### config.mk
export PLATFORM = sky130hd
export DESIGN_NAME = modular_alu_31bit_unit
export DESIGN_NICKNAME = d
export VERILOG_FILES = /design/src/rtl/core/malu_pkg.sv /design/src/rtl/core/modular_alu_31bit_unit.sv /design/src/rtl/core/malu_modred.sv
export SDC_FILE = /design/constraint.sdc
export NUM_CORES = 2
export LEC_CHECK = 0
export BUFFER_PORTS_ARGS = -buffer_cell sky130_fd_sc_hd__buf_2
export CORE_MARGIN = 2
export CORE_UTILIZATION = 55
export DETAILED_ROUTE_END_ITERATION = 10
export MAX_ROUTING_LAYER = met4
export PLACE_DENSITY = 0.72
export SLEW_MARGIN = 25
export SYNTH_ARGS = -nofsm -noshare
export SYNTH_HDL_FRONTEND = slang
export SYNTH_SLANG_ARGS = --single-unit
export TNS_END_PERCENT = 10
### constraint.sdc
create_clock -name clk -period 27.2 [get_ports clk]
set_input_delay 4.08 -clock clk [delete_from_list [all_inputs] [get_ports clk]]
set_output_delay 4.08 -clock clk [all_outputs]
set_load 0.005 [all_outputs]
### src/rtl/core/malu_pkg.sv
// ----------------------------------------------------------------------------
// malu_pkg
// Shared types and codes for the 31-bit modular arithmetic unit.
// ----------------------------------------------------------------------------
package malu_pkg;

	localparam int MOD_WIDTH = 31;
	localparam int EXP_WIDTH = 63;

	typedef enum logic [2:0] {
		OP_ADD    = 3'd0,
		OP_SUB    = 3'd1,
		OP_MUL    = 3'd2,
		OP_DIV    = 3'd3,
		OP_NEG    = 3'd4,
		OP_INV    = 3'd5,
		OP_POW    = 3'd6,
		OP_REDUCE = 3'd7
	} opcode_t;

	localparam logic [1:0] ST_OK    = 2'd0;
	localparam logic [1:0] ST_INV0  = 2'd1;
	localparam logic [1:0] ST_RANGE = 2'd2;

	localparam logic [30:0] MODULUS_RESET = 31'd1000000007;

endpackage

### src/rtl/core/modular_alu_31bit_unit.sv
// ----------------------------------------------------------------------------
// modular_alu_31bit_unit
// Modular add, sub, mul, div, neg, inv, pow and reduce over a configured
// modulus.
// ----------------------------------------------------------------------------
// One item is in work at a time; in_stall is high until its result has been
// taken. Every modular product goes through one shared multiplier and one
// bit-serial reducer that loads the 64-bit dividend and then works through it
// bit by bit. Add, sub and neg are done in the check state; mul and reduce
// take one pass of the reducer. Pow spends a square, and a multiply where the
// bit is set, on each exponent bit, up to 63 bits; inv and div walk the 31-bit
// exponent modulus-2, and div adds one more reduction.
// ----------------------------------------------------------------------------
module modular_alu_31bit_unit
	import malu_pkg::*;
(
	input  logic        clk,
	input  logic        arst_n,
	input  logic        cfg_we,
	input  logic [30:0] cfg_wdata,
	input  logic        in_valid,
	output logic        in_stall,
	input  logic [2:0]  opcode,
	input  logic [30:0] operand_a,
	input  logic [30:0] operand_b,
	input  logic [62:0] exponent,
	input  logic [63:0] signed_value,
	output logic        out_valid,
	input  logic        out_stall,
	output logic [30:0] result,
	output logic [1:0]  status
);

	localparam int MW = MOD_WIDTH;
	localparam int EW = (EXP_WIDTH > MOD_WIDTH) ? EXP_WIDTH : MOD_WIDTH;
	localparam int IW = $clog2(EW + 1);

	typedef enum logic [3:0] {
		S_IDLE, S_CHECK, S_ACC_RUN, S_ACC_WAIT, S_SQ_RUN, S_SQ_WAIT,
		S_FIN_RUN, S_FIN_WAIT, S_RED_WAIT, S_OUT
	} state_t;

	state_t        state_q;
	logic [30:0]   modulus_q;
	opcode_t       op_q;
	logic [MW-1:0] a_q, b_q, m_q;
	logic [EW-1:0] e_q;
	logic [IW-1:0] idx_q;
	logic [MW-1:0] acc_q, base_q;
	logic [63:0]   v_q;
	logic [30:0]   res_q;
	logic [1:0]    st_q;

	logic          red_start;
	logic [63:0]   red_in;
	logic          red_done;
	logic [MW-1:0] red_out;

	logic [MW-1:0]   mul_x, mul_y;
	logic [2*MW-1:0] mul_p;
	logic            sel_v;
	logic [MW:0]     add_sum;
	logic            accept;
	logic [MW-1:0]   m_in;
	logic            bad;

	malu_modred #(.MW(MW), .DW(64)) u_red (
		.clk(clk), .arst_n(arst_n), .start(red_start), .dividend(red_in),
		.modulus(m_q), .done(red_done), .remainder(red_out)
	);

	assign accept    = in_valid && !in_stall;
	assign in_stall  = (state_q != S_IDLE);
	assign out_valid = (state_q == S_OUT);
	assign result    = res_q;
	assign status    = st_q;
	assign m_in      = modulus_q[MW-1:0];
	assign add_sum   = {1'b0, a_q} + {1'b0, b_q};

	always_comb begin
		bad = (m_q == '0)
			|| ((op_q != OP_REDUCE) && (a_q >= m_q))
			|| ((op_q == OP_ADD || op_q == OP_SUB || op_q == OP_MUL || op_q == OP_DIV)
				&& (b_q >= m_q));
	end

	// one shared multiplier feeds the reducer
	always_comb begin
		red_start = 1'b0;
		sel_v     = 1'b0;
		mul_x     = acc_q;
		mul_y     = base_q;
		case (state_q)
			S_CHECK: begin
				red_start = (op_q == OP_MUL || op_q == OP_REDUCE);
				sel_v     = (op_q == OP_REDUCE);
				mul_x     = a_q;
				mul_y     = b_q;
			end
			S_ACC_RUN: red_start = 1'b1;
			S_SQ_RUN: begin
				red_start = 1'b1;
				mul_x     = base_q;
			end
			S_FIN_RUN: begin
				red_start = 1'b1;
				mul_x     = a_q;
				mul_y     = acc_q;
			end
			default: ;
		endcase
		mul_p  = mul_x * mul_y;
		red_in = sel_v ? (v_q[63] ? (~v_q + 64'd1) : v_q) : 64'(mul_p);
	end

	always_ff @(posedge clk or negedge arst_n) begin
		if (!arst_n) begin
			state_q   <= S_IDLE;
			modulus_q <= MODULUS_RESET;
		end else begin
			if (cfg_we)
				modulus_q <= cfg_wdata;
			case (state_q)
				S_IDLE: if (accept) begin
					op_q    <= opcode_t'(opcode);
					a_q     <= MW'(operand_a);
					b_q     <= MW'(operand_b);
					e_q     <= EW'(exponent);
					v_q     <= signed_value;
					m_q     <= m_in;
					state_q <= S_CHECK;
				end
				S_CHECK: begin
					acc_q <= (m_q == MW'(1)) ? '0 : MW'(1);
					idx_q <= '0;
					if (bad) begin
						res_q   <= '0;
						st_q    <= ST_RANGE;
						state_q <= S_OUT;
					end else begin
						case (op_q)
							OP_ADD: begin
								res_q   <= 31'((add_sum >= {1'b0, m_q})
									? add_sum - {1'b0, m_q} : add_sum);
								st_q    <= ST_OK;
								state_q <= S_OUT;
							end
							OP_SUB: begin
								res_q   <= 31'((a_q >= b_q) ? a_q - b_q
									: MW'(add_sum - {1'b0, b_q} - {1'b0, b_q}
									+ {1'b0, m_q}));
								st_q    <= ST_OK;
								state_q <= S_OUT;
							end
							OP_NEG: begin
								res_q   <= 31'((a_q == '0) ? '0 : m_q - a_q);
								st_q    <= ST_OK;
								state_q <= S_OUT;
							end
							OP_MUL, OP_REDUCE: begin
								st_q    <= ST_OK;
								state_q <= S_RED_WAIT;
							end
							OP_DIV: begin
								if (b_q == '0) begin
									res_q   <= '0;
									st_q    <= ST_INV0;
									state_q <= S_OUT;
								end else begin
									st_q    <= ST_OK;
									base_q  <= b_q;
									e_q     <= EW'(m_q - MW'(2));
									state_q <= S_ACC_RUN;
								end
							end
							OP_INV: begin
								if (a_q == '0) begin
									res_q   <= '0;
									st_q    <= ST_INV0;
									state_q <= S_OUT;
								end else begin
									st_q    <= ST_OK;
									base_q  <= a_q;
									e_q     <= EW'(m_q - MW'(2));
									state_q <= S_ACC_RUN;
								end
							end
							OP_POW: begin
								st_q    <= ST_OK;
								base_q  <= a_q;
								state_q <= S_ACC_RUN;
							end
							default: begin
								res_q   <= '0;
								st_q    <= ST_OK;
								state_q <= S_OUT;
							end
						endcase
					end
				end
				S_ACC_RUN: begin
					state_q <= e_q[0] ? S_ACC_WAIT : S_SQ_RUN;
				end
				S_ACC_WAIT: if (red_done) begin
					acc_q   <= red_out;
					state_q <= S_SQ_RUN;
				end
				S_SQ_RUN: state_q <= S_SQ_WAIT;
				S_SQ_WAIT: if (red_done) begin
					base_q <= red_out;
					e_q    <= e_q >> 1;
					idx_q  <= idx_q + IW'(1);
					if (idx_q == IW'(EW - 1) || (e_q >> 1) == '0) begin
						if (op_q == OP_DIV) state_q <= S_FIN_RUN;
						else begin
							res_q   <= 31'(acc_q);
							state_q <= S_OUT;
						end
					end else
						state_q <= S_ACC_RUN;
				end
				S_FIN_RUN: state_q <= S_FIN_WAIT;
				S_FIN_WAIT: if (red_done) begin
					res_q   <= 31'(red_out);
					state_q <= S_OUT;
				end
				S_RED_WAIT: if (red_done) begin
					if (op_q == OP_REDUCE && v_q[63] && red_out != '0)
						res_q <= 31'(m_q - red_out);
					else
						res_q <= 31'(red_out);
					state_q <= S_OUT;
				end
				S_OUT: if (!out_stall) state_q <= S_IDLE;
				default: state_q <= S_IDLE;
			endcase
		end
	end

endmodule

### src/rtl/core/malu_modred.sv
// ----------------------------------------------------------------------------
// malu_modred
// Bit-serial modular reduction: remainder of an unsigned value by the modulus,
// one dividend bit per cycle (shift, compare, subtract).
// ----------------------------------------------------------------------------
module malu_modred #(
	parameter int MW = 31,
	parameter int DW = 64
) (
	input  logic          clk,
	input  logic          arst_n,
	input  logic          start,
	input  logic [DW-1:0] dividend,
	input  logic [MW-1:0] modulus,
	output logic          done,
	output logic [MW-1:0] remainder
);

	localparam int CW = $clog2(DW + 1);

	logic [DW-1:0] shift_q;
	logic [MW:0]   rem_q;
	logic [CW-1:0] cnt_q;
	logic          busy_q;
	logic [MW:0]   trial;

	always_comb begin
		trial = {rem_q[MW-1:0], shift_q[DW-1]};
	end

	always_ff @(posedge clk or negedge arst_n) begin
		if (!arst_n) begin
			busy_q <= 1'b0;
			done   <= 1'b0;
			cnt_q  <= '0;
		end else begin
			done <= 1'b0;
			if (start) begin
				busy_q  <= 1'b1;
				shift_q <= dividend;
				rem_q   <= '0;
				cnt_q   <= CW'(DW);
			end else if (busy_q) begin
				shift_q <= {shift_q[DW-2:0], 1'b0};
				if (trial >= {1'b0, modulus})
					rem_q <= trial - {1'b0, modulus};
				else
					rem_q <= trial;
				cnt_q <= cnt_q - CW'(1);
				if (cnt_q == CW'(1)) begin
					busy_q <= 1'b0;
					done   <= 1'b1;
				end
			end
		end
	end

	assign remainder = rem_q[MW-1:0];

endmodule

==> results.ini <==
[floorplanning]
start_util_pct = 55.2
coreArea_sq_um = 119000
fp.dieW_um = 350
die_area_sq_um = 123000
fp.dieH_um = 350
rows = 127
pin_count = 263

[hold_path]
min_path_type = reg -> reg

[yosys]
synth_seq_cells = 463
avgSynthCellArea_sq_um = 9.00
synthFlopType = edfxtp_1
yosysWarnings = 0
ys_seq_area_share_pct = 20.8
syn_inst = 7334
synth_enable_flop_cells = 419
async_flop_share_pct = 9.50
syn_nets = 8945
syn-cell-area_sq_um = 66000
synth_cell_types = 109

[pwr]
p_leak_nw = 32.3
power_mw = 1.62
seqPwrFrac_pct = 49.0
p_clk_share_pct = 45.4
switchingPower_mw = 0.379
power_frac_comb_pct = 5.6
ir_drop_v = 0.0000556
intPower_mw = 1.24
p_per_area_nw_per_um2 = 22.8
switching_share_pct = 23.4

[cells_and_area]
seqCellArea_sq_um = 13700
top_regs = u_red.shift_q: 64 flops, v_q: 64 flops, e_q: 63 flops
fin_cells = 9090
fin_nets = 9025
multi_input_comb_area_sq_um = 47400
drive_gt1_share_pct = 8.80
fillers = 10635
area_growth_pct = 7.49

[place]
dp_hpwl_um = 209000
dp_cells = 8971
io_buffers = 262
gp_congestion = 1.06

[run_status]
outcome = complete, no violations

[timing]
holdWs_ns = 0.452
skew_ns = 0.0424
post-route-period-util_pct = 41.1
max_freq_ghz = 0.0894
tightest_slew_ns = 1.14
final.min_clock_period_ns = 11.19
maxSlewHeadroom_pct = 24.1
rsz0062_at_grt = false
slew_viol_final = 0
final-hold-violation-count = 0
setup_viol_count_final = 0
fin_setup_tns_ns = 0

[setup_path]
worst-setup-path-type = reg -> reg
required_ns = 27.63
cp_common_cell = fa_1
max_stage_delay_ns = 0.66
crit_family = adder cells
endpoint_kind = flip-flop
slowest_stage = dfrtp_1
cp.arrival_ns = 11.62
worstSetupStartpointType = flip-flop
crit_buf_inv = 5
path_max_fanout = 31

[global_routing]
grt_remaining_overflow = 0
grtUsageTotal_pct = 43.9
grt_pass1_wl_um = 380000
grt_max_degree = 81
grt_pass1_vias = 56684
antenna_found_initial = 22

[routing]
drt_first_pass_iters = 7
vias = 57966
post_drt_wl_per_cell_um = 28.8
drt_iter0_markers = 7954
ant_nets = 0
routed_via_density = 6.38
totalWireLength_um = 261000
drc = 0

[clock_tree]
root_buffer = clkbuf_16
cts_setup_buffers = 0
clk_latency_ns = 0.68
cts_tree = done
cts_buffers = 53
htreeDepth = 2
ctsHoldBuffers = 0
clk_path_buf_depth = 3
cts_sinks = 463
cts-resized-gates = 0
clk_pin_slew_ns = 0.07

[job]
cap_violations = 0

## area by class of cell
type / instances / share of cell area, %
inverter: 976 / 5.17
clock buffer: 66 / 1.95
timing repair buffer: 400 / 3.37
clock inverter: 32 / 0.501
antenna: 21 / 0.0741
sequential: 463 / 19.3
tap: 1612 / 2.84
multi-input combinational: 5520 / 66.8
## Yosys cell counts, types with 40 or more instances
| library cell | n | share of area (%) |
|---|---|---|
| inv_1 | 976 | 5.6 |
| nand2_1 | 874 | 5.0 |
| fa_1 | 873 | 26 |
| nor2_1 | 832 | 4.7 |
| ha_1 | 510 | 9.7 |
| edfxtp_1 | 419 | 19 |
| a21oi_1 | 367 | 2.8 |
| clkbuf_1 | 323 | 1.8 |
| o21ai_0 | 305 | 2.3 |
| xnor2_1 | 211 | 2.8 |
| a22oi_1 | 132 | 1.5 |
| a21o_1 | 129 | 1.5 |
| xor2_1 | 120 | 1.6 |
| nand3_1 | 82 | 0.62 |
| nor3_1 | 72 | 0.55 |
| and2_1 | 70 | 0.66 |
| nand4_1 | 69 | 0.65 |
| nor4_1 | 61 | 0.58 |
| mux2i_1 | 49 | 0.74 |
| nor2b_1 | 42 | 0.40 |
| mux2_2 | 41 | 0.70 |
| nand2b_1 | 40 | 0.38 |
## path summary, 6_finish.rpt
check | from | cells past startpoint | end | slack, ns
max | state_q[0] | 28 | u_red.shift_q[51] | 16.01
min | m_in[3] | 0 | m_q[3] | 0.45
max reg2reg | state_q[0] | 28 | u_red.shift_q[51] | 16.01
min reg2reg | m_in[3] | 0 | m_q[3] | 0.45
max in group asynchronous | arst_n | 2 | u_red.busy_q | 22.69
min in group asynchronous | arst_n | 1 | m_in[5] | 3.37
## power groups by stage
stage | sequential, mW | combinational (mW) | clock (mW)
floorplan | 0.802 | 0.0524 | 0
global placement | 0.806 | 0.0864 | 0
detailed placement | 0.806 | 0.0877 | 0
CTS | 0.791 | 0.0884 | 0.742
global route | 0.792 | 0.0981 | 0.769
finish | 0.792 | 0.0901 | 0.734
## cell families (layout without fill, tap and decap cells)
logic type	count (synthesis)	after routing	share of synthesized area, %
adder cells (fa/ha/maj)	1383	1383	36.2
multiplexers	91	91	1.46
other	0	21	0
XOR/XNOR	331	331	4.39
AO/OA/AOI/OAI	1413	1413	14.1
AND/OR/NAND/NOR	2302	2302	15.3
buffers and inverters	1351	1474	7.78
flip-flops	463	463	20.8
## per-layer routing
layer	GRT usage, %	vias up	routed length [um]
li1	-	24710	-
met1	60.3	28725	106000
met2	60.1	3906	106000
met3	15.3	625	37800
met4	15.1	0	11000
met5	-	-	0
## through the flow
stage                     utilization [%]  cell area [sq um]  setup WS [ns]
final                                59.4              70900          16.01
after global routing                 59.3              70900          15.55
after CTS                            59.3              70900          16.27
after detailed placement             57.8              69100          16.34
after global placement               57.8              69000          16.31
after floorplan                         -              66000          17.65
## cells in the final DEF (no fill, tap or decap), types with 211 or more instances in the layout
| cell | n |
|---|---|
| a21oi_1 | 362 |
| o21ai_0 | 305 |
| fa_1 | 873 |
| inv_1 | 976 |
| ha_1 | 510 |
| nor2_1 | 827 |
| nand2_1 | 871 |
| buf_2 | 261 |
| xnor2_1 | 211 |
| edfxtp_1 | 419 |
Note: power is estimated with default switching activity, not from simulation.
